<file path="src/design/spq_pkg.sv">
`timescale 1ns / 1ps
// shared constants and types of the sorted priority queue
package spq_pkg;

  localparam int DEPTH_DEF     = 16;
  localparam int KEY_WIDTH_DEF = 8;

  localparam logic MODE_PUSH = 1'b0;
  localparam logic MODE_POP  = 1'b1;

  typedef enum logic [1:0] {
    ST_OK    = 2'd0,
    ST_EMPTY = 2'd1,
    ST_FULL  = 2'd2
  } spq_status_t;

endpackage

</file>
<file path="src/design/spq_in_if.sv">
`timescale 1ns / 1ps
// input channel of the sorted priority queue: one push or pop word
interface spq_in_if #(
  parameter int KEY_WIDTH = spq_pkg::KEY_WIDTH_DEF
);
  logic                 valid;
  logic                 ready;
  logic                 mode;
  logic [KEY_WIDTH-1:0] key;

  modport source (output valid, output mode, output key, input ready);
  modport sink   (input valid, input mode, input key, output ready);
endinterface

</file>
<file path="src/design/spq_out_if.sv">
`timescale 1ns / 1ps
// result channel of the sorted priority queue: one result word per item
interface spq_out_if #(
  parameter int KEY_WIDTH = spq_pkg::KEY_WIDTH_DEF,
  parameter int CNT_W     = 5
);
  import spq_pkg::*;

  logic                 valid;
  logic                 ready;
  logic [KEY_WIDTH-1:0] popped_key;
  logic                 popped_valid;
  spq_status_t          status;
  logic [CNT_W-1:0]     fill_count;

  modport source (output valid, output popped_key, output popped_valid, output status,
                  output fill_count, input ready);
  modport sink   (input valid, input popped_key, input popped_valid, input status,
                  input fill_count, output ready);
endinterface

</file>
<file path="src/design/spq_core.sv">
`timescale 1ns / 1ps
// key memory and insertion sequencer of the sorted priority queue
module spq_core #(
  parameter int DEPTH     = spq_pkg::DEPTH_DEF,
  parameter int KEY_WIDTH = spq_pkg::KEY_WIDTH_DEF,
  parameter int CNT_W     = $clog2(DEPTH + 1)
) (
  input  logic clk,
  input  logic rst_n,
  spq_in_if.sink    in_word,
  spq_out_if.source res_word
);
  import spq_pkg::*;

  localparam int ADDR_W = (DEPTH > 1) ? $clog2(DEPTH) : 1;

  typedef enum logic [2:0] {
    S_IDLE,
    S_SCAN,
    S_PLACE,
    S_POP,
    S_RESULT
  } state_t;

  logic [KEY_WIDTH-1:0] mem [DEPTH];
  logic [KEY_WIDTH-1:0] rdata_r;
  logic [ADDR_W-1:0]    rd_addr;
  logic                 mem_we;
  logic [ADDR_W-1:0]    mem_waddr;
  logic [KEY_WIDTH-1:0] mem_wdata;

  state_t               state_r, state_nxt;
  logic [CNT_W-1:0]     cnt_r, cnt_nxt;
  logic [KEY_WIDTH-1:0] key_r, key_nxt;
  logic [ADDR_W-1:0]    idx_r, idx_nxt;
  logic [KEY_WIDTH-1:0] res_key_r, res_key_nxt;
  logic                 res_pv_r, res_pv_nxt;
  spq_status_t          res_st_r, res_st_nxt;
  logic [CNT_W-1:0]     res_cnt_r, res_cnt_nxt;

  logic [CNT_W-1:0]     cnt_m1;
  logic [CNT_W-1:0]     cnt_p1;

  assign cnt_m1 = cnt_r - CNT_W'(1);
  assign cnt_p1 = cnt_r + CNT_W'(1);

  assign in_word.ready         = (state_r == S_IDLE);
  assign res_word.valid        = (state_r == S_RESULT);
  assign res_word.popped_key   = res_key_r;
  assign res_word.popped_valid = res_pv_r;
  assign res_word.status       = res_st_r;
  assign res_word.fill_count   = res_cnt_r;

  always_comb begin
    state_nxt   = state_r;
    cnt_nxt     = cnt_r;
    key_nxt     = key_r;
    idx_nxt     = idx_r;
    res_key_nxt = res_key_r;
    res_pv_nxt  = res_pv_r;
    res_st_nxt  = res_st_r;
    res_cnt_nxt = res_cnt_r;
    rd_addr     = idx_r - ADDR_W'(1);
    mem_we      = 1'b0;
    mem_waddr   = idx_r + ADDR_W'(1);
    mem_wdata   = rdata_r;
    case (state_r)
      S_IDLE: begin
        if (in_word.valid) begin
          res_key_nxt = '0;
          res_pv_nxt  = 1'b0;
          res_st_nxt  = ST_OK;
          if (in_word.mode == MODE_POP) begin
            if (cnt_r == '0) begin
              res_st_nxt  = ST_EMPTY;
              res_cnt_nxt = cnt_r;
              state_nxt   = S_RESULT;
            end else begin
              rd_addr     = cnt_m1[ADDR_W-1:0];
              cnt_nxt     = cnt_m1;
              res_cnt_nxt = cnt_m1;
              state_nxt   = S_POP;
            end
          end else begin
            if (cnt_r == CNT_W'(DEPTH)) begin
              res_st_nxt  = ST_FULL;
              res_cnt_nxt = cnt_r;
              state_nxt   = S_RESULT;
            end else begin
              cnt_nxt     = cnt_p1;
              res_cnt_nxt = cnt_p1;
              key_nxt     = in_word.key;
              if (cnt_r == '0) begin
                mem_we    = 1'b1;
                mem_waddr = '0;
                mem_wdata = in_word.key;
                state_nxt = S_RESULT;
              end else begin
                rd_addr   = cnt_m1[ADDR_W-1:0];
                idx_nxt   = cnt_m1[ADDR_W-1:0];
                state_nxt = S_SCAN;
              end
            end
          end
        end
      end
      S_SCAN: begin
        mem_we = 1'b1;
        if (rdata_r > key_r) begin
          // shift the larger key up one place
          mem_wdata = rdata_r;
          if (idx_r == '0) begin
            state_nxt = S_PLACE;
          end else begin
            idx_nxt = idx_r - ADDR_W'(1);
          end
        end else begin
          mem_wdata = key_r;
          state_nxt = S_RESULT;
        end
      end
      S_PLACE: begin
        mem_we    = 1'b1;
        mem_waddr = '0;
        mem_wdata = key_r;
        state_nxt = S_RESULT;
      end
      S_POP: begin
        res_key_nxt = rdata_r;
        res_pv_nxt  = 1'b1;
        state_nxt   = S_RESULT;
      end
      S_RESULT: begin
        if (res_word.ready) begin
          state_nxt = S_IDLE;
        end
      end
      default: begin
        state_nxt = S_IDLE;
      end
    endcase
  end

  always_ff @(posedge clk) begin
    rdata_r <= mem[rd_addr];
    if (mem_we) begin
      mem[mem_waddr] <= mem_wdata;
    end
  end

  always_ff @(posedge clk) begin
    if (!rst_n) begin
      state_r <= S_IDLE;
      cnt_r   <= '0;
    end else begin
      state_r <= state_nxt;
      cnt_r   <= cnt_nxt;
    end
    key_r     <= key_nxt;
    idx_r     <= idx_nxt;
    res_key_r <= res_key_nxt;
    res_pv_r  <= res_pv_nxt;
    res_st_r  <= res_st_nxt;
    res_cnt_r <= res_cnt_nxt;
  end

  a_cnt_range: assert property (@(posedge clk) disable iff (!rst_n)
    cnt_r <= CNT_W'(DEPTH))
    else $error("count beyond depth");

  a_accept_leaves_idle: assert property (@(posedge clk) disable iff (!rst_n)
    in_word.valid && in_word.ready |=> state_r != S_IDLE)
    else $error("accepted word left the sequencer idle");

  a_write_in_range: assert property (@(posedge clk) disable iff (!rst_n)
    mem_we && state_r != S_IDLE |-> CNT_W'(mem_waddr) < cnt_r)
    else $error("memory write above the stored keys");

  a_pop_ok: assert property (@(posedge clk) disable iff (!rst_n)
    res_word.valid && res_word.popped_valid |-> res_word.status == ST_OK)
    else $error("popped key with error status");

  a_count_steady: assert property (@(posedge clk) disable iff (!rst_n)
    state_r != S_IDLE |=> $stable(cnt_r))
    else $error("count changed during an item");

endmodule

</file>
<file path="src/design/sorted_priority_queue_unit.sv">
`timescale 1ns / 1ps
// sorted priority queue: top level with result output register
// a pop reads the top key, then presents it; a push to an empty queue writes its key and
//   goes straight to the result, as do a push to a full queue and a pop on an empty one;
//   another push walks down the key memory, a read-compare-write of one stored key per cycle
//   shifting up each greater key, then places the new key; new words wait for the result
// reset clears the count and the sequencer; the key memory is not cleared
module sorted_priority_queue_unit #(
  parameter int DEPTH     = spq_pkg::DEPTH_DEF,
  parameter int KEY_WIDTH = spq_pkg::KEY_WIDTH_DEF
) (
  input  logic clk,
  input  logic rst_n,
  spq_in_if.sink    in_chan,
  spq_out_if.source out_chan
);
  import spq_pkg::*;

  localparam int CNT_W = $clog2(DEPTH + 1);

  spq_out_if #(.KEY_WIDTH(KEY_WIDTH), .CNT_W(CNT_W)) res_chan ();

  logic                 out_valid_r;
  logic [KEY_WIDTH-1:0] out_key_r;
  logic                 out_pv_r;
  spq_status_t          out_st_r;
  logic [CNT_W-1:0]     out_cnt_r;

  spq_core #(
    .DEPTH     (DEPTH),
    .KEY_WIDTH (KEY_WIDTH),
    .CNT_W     (CNT_W)
  ) u_core (
    .clk      (clk),
    .rst_n    (rst_n),
    .in_word  (in_chan),
    .res_word (res_chan)
  );

  assign res_chan.ready        = !out_valid_r || out_chan.ready;
  assign out_chan.valid        = out_valid_r;
  assign out_chan.popped_key   = out_key_r;
  assign out_chan.popped_valid = out_pv_r;
  assign out_chan.status       = out_st_r;
  assign out_chan.fill_count   = out_cnt_r;

  always_ff @(posedge clk) begin
    if (!rst_n) begin
      out_valid_r <= 1'b0;
    end else if (res_chan.ready) begin
      out_valid_r <= res_chan.valid;
    end
    if (res_chan.valid && res_chan.ready) begin
      out_key_r <= res_chan.popped_key;
      out_pv_r  <= res_chan.popped_valid;
      out_st_r  <= res_chan.status;
      out_cnt_r <= res_chan.fill_count;
    end
  end

endmodule
</file>
<file path="src/flat_wrapper.sv">
// flat-port wrapper written by rule: the top's interface ports become plain ports
module sorted_priority_queue_unit_flat import spq_pkg::*;
#(
  parameter int DEPTH     = spq_pkg::DEPTH_DEF,
  parameter int KEY_WIDTH = spq_pkg::KEY_WIDTH_DEF
)
  (clk, rst_n, in_chan_valid, in_chan_mode, in_chan_key, in_chan_ready, out_chan_valid, out_chan_popped_key, out_chan_popped_valid, out_chan_status, out_chan_fill_count, out_chan_ready);
  spq_in_if #(.KEY_WIDTH(KEY_WIDTH)) in_chan_i ();
  spq_out_if #(.KEY_WIDTH(KEY_WIDTH)) out_chan_i ();
  input  logic clk;
  input  logic rst_n;
  input wire logic [$bits(in_chan_i.valid)-1:0] in_chan_valid;
  input wire logic [$bits(in_chan_i.mode)-1:0] in_chan_mode;
  input wire logic [$bits(in_chan_i.key)-1:0] in_chan_key;
  output wire logic [$bits(in_chan_i.ready)-1:0] in_chan_ready;
  output wire logic [$bits(out_chan_i.valid)-1:0] out_chan_valid;
  output wire logic [$bits(out_chan_i.popped_key)-1:0] out_chan_popped_key;
  output wire logic [$bits(out_chan_i.popped_valid)-1:0] out_chan_popped_valid;
  output wire logic [$bits(out_chan_i.status)-1:0] out_chan_status;
  output wire logic [$bits(out_chan_i.fill_count)-1:0] out_chan_fill_count;
  input wire logic [$bits(out_chan_i.ready)-1:0] out_chan_ready;
  assign in_chan_i.valid = in_chan_valid;
  assign in_chan_i.mode = in_chan_mode;
  assign in_chan_i.key = in_chan_key;
  assign in_chan_ready = in_chan_i.ready;
  assign out_chan_valid = out_chan_i.valid;
  assign out_chan_popped_key = out_chan_i.popped_key;
  assign out_chan_popped_valid = out_chan_i.popped_valid;
  assign out_chan_status = out_chan_i.status;
  assign out_chan_fill_count = out_chan_i.fill_count;
  assign out_chan_i.ready = out_chan_ready;
  sorted_priority_queue_unit #(.DEPTH(DEPTH), .KEY_WIDTH(KEY_WIDTH)) u_core (.clk(clk), .rst_n(rst_n), .in_chan(in_chan_i), .out_chan(out_chan_i));
endmodule
</file>
<file path="config.mk">
export PLATFORM = sky130hd
export DESIGN_NAME = sorted_priority_queue_unit_flat
export DESIGN_NICKNAME = d
export VERILOG_FILES = /design/src/design/spq_pkg.sv /design/src/design/spq_in_if.sv /design/src/design/spq_out_if.sv /design/src/design/spq_core.sv /design/src/design/sorted_priority_queue_unit.sv /design/src/flat_wrapper.sv
export SDC_FILE = /design/constraint.sdc
export NUM_CORES = 1
export LEC_CHECK = 0
export BUFFER_PORTS_ARGS = -buffer_cell sky130_fd_sc_hd__buf_4
export CORE_MARGIN = 2
export CORE_UTILIZATION = 60
export CTS_CLUSTER_SIZE = 14
export DETAILED_ROUTE_END_ITERATION = 7
export GPL_TIMING_DRIVEN = 0
export PLACE_DENSITY = 0.78
export SLEW_MARGIN = 10
export SYNTH_ARGS = -nofsm -noshare
export SYNTH_HDL_FRONTEND = slang
export SYNTH_SLANG_ARGS = --single-unit
export TNS_END_PERCENT = 20
</file>
<file path="constraint.sdc">
create_clock -name clk -period 7.9 [get_ports clk]
set_input_delay 1.975 -clock clk [delete_from_list [all_inputs] [get_ports clk]]
set_output_delay 1.975 -clock clk [all_outputs]
set_load 0.05 [all_outputs]
</file>
==> impl_metrics.ini, run 1 <==
[routing]
drt_drc_violations_left = 0
drt-vias-per-instance = 6.187
detail-route-antenna-nets = 0
vias = 4721
drt_iter0_drc = 586
drt_pass1_iterations = 5
sum_of_routed_wire_length_over_all_layers_mm = 16.71
drt-wirelength-per-cell_um = 21.90

[grt]
grt_usage = 0.2482
grt_max_degree = 17
first_global_vias = 4601
grt.overflow.total = 0
grt_pass1_wl_mm = 25.80
grt_antenna_before_repair = 1

[clock_network]
clock_tree_root_driver_cell = clkbuf_16
tritoncts.num_buffers = 17
post-cts-setup-buffers = 0
tritoncts = done
clkTransAtPathRegs_ns = 0.07
htree_num_levels = 4
clock_sink_count = 189
hold_buffers = 0
buffer_depth_of_the_longest_clock_path = 2
clk-insertion-delay-late_ns = 0.43
cts_resized = 0

[power_and_ir_drop]
internal_power_mw = 2.569
p_leak_nw = 3.216
power.switching_fraction = 0.3934
p_clk_frac = 0.181
power_switching_mw = 1.666
vdd.ir_drop.worst_v = 0.0001961
combinationalPowerShare = 0.446
totalPowerFinal_mw = 4.234
p_per_area_nw_per_um2 = 475.8
power_frac_seq = 0.373

[sta]
unrepaired_setup_endpoints_after_global_routing = no
setup_total_negative_slack_ns = 0
max_slew_margin = 0.3500
time_the_worst_path_needs_with_i_o_delays_and_setup_ns = 4.323
finalSetupViolations = 0
fin_crit_sh = 0.5472
finClkSkew_ns = 0.007590
slew_violations = 0
hold_viol = 0
max_slew.worst_pin.slew_ns = 0.9670
max_freq_mhz = 231.3

[synth]
synth_cell_types = 48
synth_sequential_area_ratio = 0.6952
postSynth.topFlopCell = edfxtp_1
synth.cell_area_um2 = 7919
synth_edf_count = 172
yosys_warnings = 0
post_synthesis_average_cell_area_um2 = 14.97
synth_cells = 529
synth.net_count = 555
synth_async_reset_ratio = 0
yosys_register_bits = 189

[floorplanning]
die_w_um = 118.9
chipHeight_um = 118.9
design.die.area_um2 = 14130
start_util = 0.6199
top_level_ports = 31
placement_rows = 41
core_um2 = 12770

[critical_path]
timing.critical_path.to_type = flop
worst-endpoint-arrival_ns = 4.44
critical_path_required_ns = 8.01
worst_r2r_startpoint = u_core.u_core.cnt_r[0]$_SDFFE_PN0P_
worstPathCellList = buf_4 > clkbuf_1 > inv_1 > a31oi_1 > nor2_1 > o21ai_1 > a221o_1
r2r.worst_path.cells = 11
timing_worst_setup_path_type = input pin to flop
library_cell_contributing_the_largest_single_delay_on_the_critical_path = a221o_1
number_of_buffer_and_inverter_instances_along_the_worst_setup_path = 3
reg_to_reg_end = u_core.u_core.rdata_r[1]$_DFF_P_
largest_incremental_delay_on_the_critical_path_ns = 0.82
critical-path-top-delay-family = compound AO/OA/AOI/OAI gates
timing.reg2reg.setup_slack_ns = 4.42
critical_path_peak_fanout = 16
critical_path_start_type = input pin

[cells_and_area]
syn_to_final_growth_pct = 12.39
design.final.nets = 605
num_antenna_cells = 0
share_of_layout_cells_above_drive_strength_1 = 0.1320

[hold_path]
timing.hold.worst_endpoint = u_core.out_chan.popped_key[2]$_DFFE_PP_
min_delay_path_depth = 0
min_path_type = flop to flop
worst_hold_startpoint = u_core.u_core.res_word.popped_key[2]$_SDFFCE_PN0P_

[place]
port-buffer-count = 30
gp_congestion = 0.8577
dp_hpwl_mm = 11.40

[run_status]
run_status = completed

[job]
max_capacitance_violation_count = 0
-- cell usage after synthesis, types with 7 or more instances --
library cell | count | area share
nor2_1 | 31 | 0.015
a21oi_1 | 18 | 0.011
xnor2_1 | 9 | 0.010
edfxtp_1 | 172 | 0.65
buf_6 | 7 | 0.010
and2_1 | 16 | 0.013
inv_1 | 21 | 0.010
a221o_1 | 8 | 0.010
ha_1 | 13 | 0.021
or4_1 | 8 | 0.0076
dfxtp_1 | 17 | 0.043
o22ai_1 | 32 | 0.025
mux2i_1 | 70 | 0.088
nand2_1 | 24 | 0.011
nor3_1 | 9 | 0.0057
o21ai_0 | 7 | 0.0044
-- per-stage QoR --
| step | cell area [um^2] | setup WS, ns | utilization | hold slack [ns] | cells |
|---|---|---|---|---|---|
| finish | 8900 | 3.577 | 0.6967 | 0.4189 | 763 |
| global route | 8900 | 3.340 | 0.6967 | 0.4233 | 763 |
| CTS | 8900 | 3.638 | 0.6967 | 0.4158 | 763 |
| detailed placement | 8378 | 3.241 | 0.6559 | 0.4045 | 732 |
| global placement | 8359 | 3.322 | 0.6544 | 0.4008 | 731 |
| floorplan | 7919 | 3.791 | - | 0.4003 | 529 |
-- how the worst max path moves through the flow --
stage	startpoint	endpoint	depth (start not counted)
floorplan	in_chan_valid	u_core.u_core.rdata_r[0]$_DFF_P_	8
global placement	out_chan_ready	u_core.out_chan.popped_key[6]$_DFFE_PP_	3
detailed placement	in_chan_mode	u_core.u_core.mem[11][2]$_DFFE_PP_	7
CTS	in_chan_mode	u_core.u_core.mem[11][2]$_DFFE_PP_	7
global route	in_chan_mode	u_core.u_core.mem[14][2]$_DFFE_PP_	7
finish	in_chan_mode	u_core.u_core.mem[10][2]$_DFFE_PP_	7
-- flip-flops by register name, summed over array words and instances (netlist names) --
| signal | flops |
|---|---|
| u_core.u_core.mem | 128 |
| u_core.out_chan.popped_key | 8 |
| u_core.u_core.key_r | 8 |
| u_core.u_core.rdata_r | 8 |
| u_core.u_core.res_word.popped_key | 8 |
| u_core.out_chan.fill_count | 5 |
| u_core.u_core.cnt_r | 5 |
| u_core.u_core.res_word.fill_count | 5 |
| u_core.u_core.idx_r | 4 |
| u_core.u_core.state_r | 3 |
| u_core.out_chan.status | 2 |
| u_core.u_core.res_word.status | 2 |
| u_core.out_chan.popped_valid | 1 |
| u_core.out_chan.valid | 1 |
| u_core.u_core.res_word.popped_valid | 1 |
-- layer usage --
layer / routed length [um] / share of wire / GRT usage
met5: 13 / 0.00078 / 0
met4: 278 / 0.017 / 0.06920
met3: 1407 / 0.084 / 0.07136
met2: 8165 / 0.49 / 0.4005
met1: 6847 / 0.41 / 0.3326
-- power groups by stage --
stage / sequential [mW] / combinational (mW) / clock, mW
finish: 1.58 / 1.89 / 0.766
global route: 1.59 / 2.01 / 0.819
CTS: 1.58 / 1.86 / 0.770
detailed placement: 1.60 / 1.85 / 0
global placement: 1.59 / 1.79 / 0
floorplan: 1.63 / 1.25 / 0
-- layout make-up --
type | count | area (um^2)
inverters | 21 | 78.83
flip-flops and latches | 189 | 5505
clock buffers | 19 | 432.9
repair buffers | 31 | 232.7
multi-input cells | 302 | 2222
fillers | 806 | 3874
well taps | 172 | 215.2
plain buffers | 17 | 123.9
clock inverters | 12 | 88.84
-- logic make-up after synthesis --
group	count (synthesis)	share of synthesized area
adders and majority gates	13	0.02054
and+or+nand+nor	116	0.07726
muxes	72	0.09180
DFF	189	0.6952
xor gates and xnor gates	14	0.01548
AOI/OAI and AO/OA	87	0.07410
buffers and inverters	38	0.02560
-- placed cells by master (no fill, tap or decap), types with 3 or more instances in the layout --
cell,count
or3_1,3
and2_1,16
nor2_1,31
dfxtp_1,17
inv_1,21
buf_2,3
buf_6,7
xor2_1,5
nand4_1,3
nand2_1,24
a221o_1,8
mux2i_1,70
ha_1,13
o22ai_1,32
or4_1,8
clkbuf_16,17
xnor2_1,9
edfxtp_1,172
inv_6,3
o32ai_1,4
o21ai_0,6
clkinv_2,4
clkbuf_1,8
buf_4,32
o211ai_1,4
nor2b_1,4
a21oi_1,18
nor3_1,9
nand3_1,5
Power figures use the tool's default switching activity.
==> run 2: changes to the inputs <==
--- a/config.mk
+++ b/config.mk
@@ -7,11 +7,11 @@
 export LEC_CHECK = 0
 export BUFFER_PORTS_ARGS = -buffer_cell sky130_fd_sc_hd__buf_4
 export CORE_MARGIN = 2
-export CORE_UTILIZATION = 60
+export CORE_UTILIZATION = 55
 export CTS_CLUSTER_SIZE = 14
 export DETAILED_ROUTE_END_ITERATION = 7
 export GPL_TIMING_DRIVEN = 0
-export PLACE_DENSITY = 0.78
+export PLACE_DENSITY = 0.75
 export SLEW_MARGIN = 10
 export SYNTH_ARGS = -nofsm -noshare
 export SYNTH_HDL_FRONTEND = slang
==> constraint.sdc (replaced) <==
create_clock -name clk -period 3.9 [get_ports clk]
set_input_delay 0.975 -clock clk [delete_from_list [all_inputs] [get_ports clk]]
set_output_delay 0.975 -clock clk [all_outputs]
set_load 0.05 [all_outputs]
==> impl_metrics.ini, run 2 (synthesis results as in run 1) <==
[routing]
detail-route-antenna-nets = 0
vias = 4689
drt_iter0_drc = 484
drt_drc_violations_left = 0
drt-wirelength-per-cell_um = 21.13
drt_pass1_iterations = 5
sum_of_routed_wire_length_over_all_layers_mm = 16.29
drt-vias-per-instance = 6.082

[clock_network]
clkTransAtPathRegs_ns = 0.07
tritoncts.num_buffers = 17
tritoncts = done
cts_resized = 0
clock_sink_count = 189
htree_num_levels = 4
clock_tree_root_driver_cell = clkbuf_16
hold_buffers = 0
post-cts-setup-buffers = 0
clk-insertion-delay-late_ns = 0.44
buffer_depth_of_the_longest_clock_path = 2

[cells_and_area]
syn_to_final_growth_pct = 13.75
design.final.nets = 605
largest_register_ffs = 128
layout.area.seq_um2 = 5505
most_common_cell_after_layout_fill_and_taps_aside = edfxtp_1
nFillCells = 974
layout.cells.most_common_list = edfxtp_1 (172), mux2i_1 (70), o22ai_1 (32), buf_4 (32), nor2_1 (31)
area_of_the_multi_input_gates_um2 = 2222
fin_util = 0.6439
top_register = u_core.u_core.mem
share_of_layout_cells_above_drive_strength_1 = 0.1354
num_antenna_cells = 0

[floorplanning]
design.die.area_um2 = 15370
core_um2 = 13990
placement_rows = 43
start_util = 0.5661
chipHeight_um = 124.0
top_level_ports = 31
die_w_um = 124.0

[sta]
max_slew_margin = 0.3742
hold_viol = 0
setup_slack_ns = 0.5330
finalSetupViolations = 0
max_freq_mhz = 297.0
time_the_worst_path_needs_with_i_o_delays_and_setup_ns = 3.367
max_slew.worst_pin.slew_ns = 0.9310
slew_violations = 0
setup_total_negative_slack_ns = 0
unrepaired_setup_endpoints_after_global_routing = no
finClkSkew_ns = 0.007907
fin_crit_sh = 0.8633

[grt]
grt_most_used_layer = met2
grt_pass1_wl_mm = 24.96
global_route_met1_utilization = 0.3090
grt_antenna_before_repair = 0
grt_usage = 0.2281
first_global_vias = 4556
grt_max_degree = 17
met3_usage = 0.05632
grt.overflow.total = 0
grtUsageMet2 = 0.3516

[power_and_ir_drop]
p_leak_nw = 3.245
totalPowerFinal_mw = 8.721
p_per_area_nw_per_um2 = 968.2
vdd.ir_drop.worst_v = 0.0005138

[place]
gp_congestion = 0.8980
dp_hpwl_mm = 11.09
detailedPlace.worstSlack_ns = 0.3405
port-buffer-count = 30

[critical_path]
critical_path_required_ns = 4.21
number_of_buffer_and_inverter_instances_along_the_worst_setup_path = 4
critical_path_start_type = flop
worstPathCellList = clkbuf_1 > inv_1 > ha_1 > nor3b_4 > a21oi_4 > mux2_4 > buf_6 > buf_4 > mux2i_1 > o22ai_1 > or4_1
critical_path_peak_fanout = 10
timing_worst_setup_path_type = flop to flop
library_cell_contributing_the_largest_single_delay_on_the_critical_path = or4_1
timing.critical_path.to_type = flop
worst-endpoint-arrival_ns = 3.67
largest_incremental_delay_on_the_critical_path_ns = 0.45
critical-path-top-delay-family = buffers and inverters

[run_status]
run_status = completed

[hold_path]
min_path_type = flop to flop

[job]
max_capacitance_violation_count = 0
==> run 2: cell types whose count changed in the layout (fill, tap and decap cells not counted) <==
cell / previous run / this run
clkbuf_1: 8 / 6
clkinv_2: 4 / 1
inv_8: 2 / 0
clkinvlp_4: 1 / 4
inv_6: 3 / 1
bufinv_16: 0 / 4
clkinv_4: 1 / 3
==> run 2: layout make-up <==
cell class,count,share of cell area
Clock buffer,17,0.04723
Timing Repair Buffer,31,0.02584
Buffer,17,0.01375
Tap cell,180,0.02500
Multi-Input combinational cell,302,0.2467
Clock inverter,14,0.02153
Sequential cell,189,0.6112
Inverter,21,0.008751
==> run 2: layer usage <==
metal  part of all wire  wire length [um]
met1               0.44              7127
met2               0.48              7745
met3              0.060               979
met4              0.027               439
met5                  0                 0
==> run 2: through the flow <==
step | area [um^2] | instances | hold slack, ns
CTS | 9002 | 771 | 0.4191
finish | 9007 | 771 | 0.4203
global route | 9007 | 771 | 0.4252
detailed placement | 8383 | 740 | 0.4045
floorplan | 7919 | 529 | 0.4003
global placement | 8369 | 739 | 0.4025
==> run 2: report_power, final <==
part           switching (mW)  total [mW]  internal, mW
registers               0.146        3.19          3.05
logic                    2.39        3.72          1.33
clock network           0.739        1.81          1.07
total                    3.27        8.72          5.45
==> run 2: path summary, 6_finish.rpt <==
check	start	end	cells past startpoint	slack, ns
max	u_core.u_core.cnt_r[0]$_SDFFE_PN0P_	u_core.u_core.rdata_r[1]$_DFF_P_	11	0.53
min	u_core.u_core.res_word.popped_key[5]$_SDFFCE_PN0P_	u_core.out_chan.popped_key[5]$_DFFE_PP_	0	0.42
max reg2reg	u_core.u_core.cnt_r[0]$_SDFFE_PN0P_	u_core.u_core.rdata_r[1]$_DFF_P_	11	0.53
min reg2reg	u_core.u_core.res_word.popped_key[5]$_SDFFCE_PN0P_	u_core.out_chan.popped_key[5]$_DFFE_PP_	0	0.42
==> run 3: changes to the inputs <==
--- a/config.mk
+++ b/config.mk
@@ -5,13 +5,14 @@
 export SDC_FILE = /design/constraint.sdc
 export NUM_CORES = 1
 export LEC_CHECK = 0
+export ABC_AREA = 1
 export BUFFER_PORTS_ARGS = -buffer_cell sky130_fd_sc_hd__buf_4
 export CORE_MARGIN = 2
-export CORE_UTILIZATION = 55
+export CORE_UTILIZATION = 56
 export CTS_CLUSTER_SIZE = 14
 export DETAILED_ROUTE_END_ITERATION = 7
 export GPL_TIMING_DRIVEN = 0
-export PLACE_DENSITY = 0.75
+export PLACE_DENSITY = 0.76
 export SLEW_MARGIN = 10
 export SYNTH_ARGS = -nofsm -noshare
 export SYNTH_HDL_FRONTEND = slang
==> impl_metrics.ini, run 3 <==
[run_status]
run_status = completed

[synth]
yosys_warnings = 0
postSynth.topFlopCell = edfxtp_1
synth_sequential_area_ratio = 0.6417
synth_edf_count = 172
synth.cell_area_um2 = 8579
yosys_register_bits = 189
synth_largest_type_area_fraction = 0.6020
synth_cells = 814
synth_cell_types = 35
synth_top_cells_by_count = edfxtp_1 (172), inv_1 (151), nand2_1 (145)
ys_top_cells_by_area = edfxtp_1 (60%), nand3_1 (8.2%), inv_1 (6.6%), nand2_1 (6.3%), dfxtp_1 (4.0%)
dominant_cell_by_count_in_the_synthesized_netlist = edfxtp_1
synth.net_count = 840
post-synth-top-area-cell = edfxtp_1
post_synthesis_average_cell_area_um2 = 10.54
synth_async_reset_ratio = 0

[clock_network]
tritoncts = done
htree_num_levels = 4
clock_tree_root_driver_cell = clkbuf_16
cts_resized = 0
post-cts-setup-buffers = 0
tritoncts.num_buffers = 17
hold_buffers = 0
buffer_depth_of_the_longest_clock_path = 2
clock_sink_count = 189
clk-insertion-delay-late_ns = 0.44
clkTransAtPathRegs_ns = 0.06

[floorplanning]
design.die.area_um2 = 16330
start_util = 0.5686
core_um2 = 15090
die_w_um = 127.8
placement_rows = 45
top_level_ports = 31
chipHeight_um = 127.8

[cells_and_area]
num_antenna_cells = 0
top_register = u_core.u_core.mem
final_cells = 1073
largest_register_ffs = 128
share_of_layout_cells_above_drive_strength_1 = 0.1277
most_common_cell_after_layout_fill_and_taps_aside = edfxtp_1
layout.cells.most_common_list = edfxtp_1 (172), inv_1 (151), nand2_1 (145), nand3_1 (140), buf_4 (46)
syn_to_final_growth_pct = 14.18
design.final.nets = 898

[routing]
sum_of_routed_wire_length_over_all_layers_mm = 20.20
vias = 6041
drt-wirelength-per-cell_um = 18.82
drt-vias-per-instance = 5.630
detail-route-antenna-nets = 0
drt_iter0_drc = 782
drt_drc_violations_left = 0
drt_pass1_iterations = 5

[sta]
finalSetupViolations = 0
fin_crit_sh = 0.8579
max_slew.worst_pin.slew_ns = 1.216
unrepaired_setup_endpoints_after_global_routing = no
max_freq_mhz = 298.9
time_the_worst_path_needs_with_i_o_delays_and_setup_ns = 3.346
hold_viol = 0
finClkSkew_ns = 0.007319
slew_violations = 0
setup_total_negative_slack_ns = 0
max_slew_margin = 0.1832

[grt]
first_global_vias = 5877
grt_max_degree = 17
grt.overflow.total = 0
grt_antenna_before_repair = 0
grt_pass1_wl_mm = 30.79
grt_usage = 0.2568

[critical_path]
critical_path_peak_fanout = 9
timing.reg2reg.setup_slack_ns = 0.55
worst-endpoint-arrival_ns = 3.40
critical_path_required_ns = 3.95
timing_worst_setup_path_type = flop to flop
critical_path_start_type = flop
timing.critical_path.to_type = flop

[place]
port-buffer-count = 30
number_of_instances_in_the_placed_design = 1039
dp_hpwl_mm = 13.70
gp_congestion = 0.9056

[job]
max_capacitance_violation_count = 0

[hold_path]
min_path_type = flop to flop
-- run 3: changes by cell type after synthesis, moves of 10 or more --
cell and delta:
nand3_1 +135, o21ai_0 +12, o22ai_1 -30, and2_1 -16, nand2_1 +121, buf_2 +10, mux2i_1 -70, inv_1 +130
nand3b_1 +33
-- run 3: final timing paths --
path / from / end / cells after the start
max: u_core.u_core.cnt_r[0]$_SDFFE_PN0P_ / u_core.u_core.mem[11][2]$_DFFE_PP_ / 9
min: u_core.u_core.res_word.popped_key[5]$_SDFFCE_PN0P_ / u_core.out_chan.popped_key[5]$_DFFE_PP_ / 0
max reg2reg: u_core.u_core.cnt_r[0]$_SDFFE_PN0P_ / u_core.u_core.mem[11][2]$_DFFE_PP_ / 9
min reg2reg: u_core.u_core.res_word.popped_key[5]$_SDFFCE_PN0P_ / u_core.out_chan.popped_key[5]$_DFFE_PP_ / 0
-- run 3: logic make-up after synthesis --
kind of cell    count (synthesis)  synth area share
xor+xnor                       10           0.01021
flops                         189            0.6417
compound gates                 48           0.03354
fa+ha+maj                      13           0.01896
simple gates                  373            0.2097
buf+inv                       181           0.08590
-- run 3: metrics by stage --
step	hold WS [ns]	setup WS (ns)	area, um^2	util
CTS	0.4180	0.5407	9767	0.6473
detailed placement	0.4045	0.3779	9107	0.6036
global route	0.4213	0.2125	9796	0.6492
global placement	0.4029	0.09919	9040	0.5991
finish	0.4186	0.5543	9796	0.6492
floorplan	0.4003	0.8750	8579	-
-- run 3: metal layers --
layer / vias to the layer above / wire length [um] / GRT usage
li1: 2841 / - / -
met1: 2868 / 8309 / 0.3391
met2: 284 / 9691 / 0.4143
met3: 48 / 1686 / 0.05760
met4: 0 / 509 / 0.1080
met5: - / 0 / 0
-- run 3: cell type report --
type	count	area (um^2)
clock inverter	10	185.2
multi-input combinational	444	2359
timing repair buffer	39	300.3
sequential	189	5505
fill	1157	5294
clock buffer	22	474.2
buffer	28	162.7
tap	188	235.2
inverter	153	574.3
-- run 3: critical path, stage by stage (launching register included) --
cell and delay, ns:
dfxtp_1 0.46, inv_1 0.16, ha_1 0.30, nand3_4 0.16
nor3_2 0.06, o21ai_0 0.43, inv_1 0.15, nor2_1 0.14
nand2_1 0.14, nor3_1 0.95
Power of run 3 is left out: the tool's default activity adds up to more than one toggle a clock period on the data nets, which glitch-free logic cannot reach.
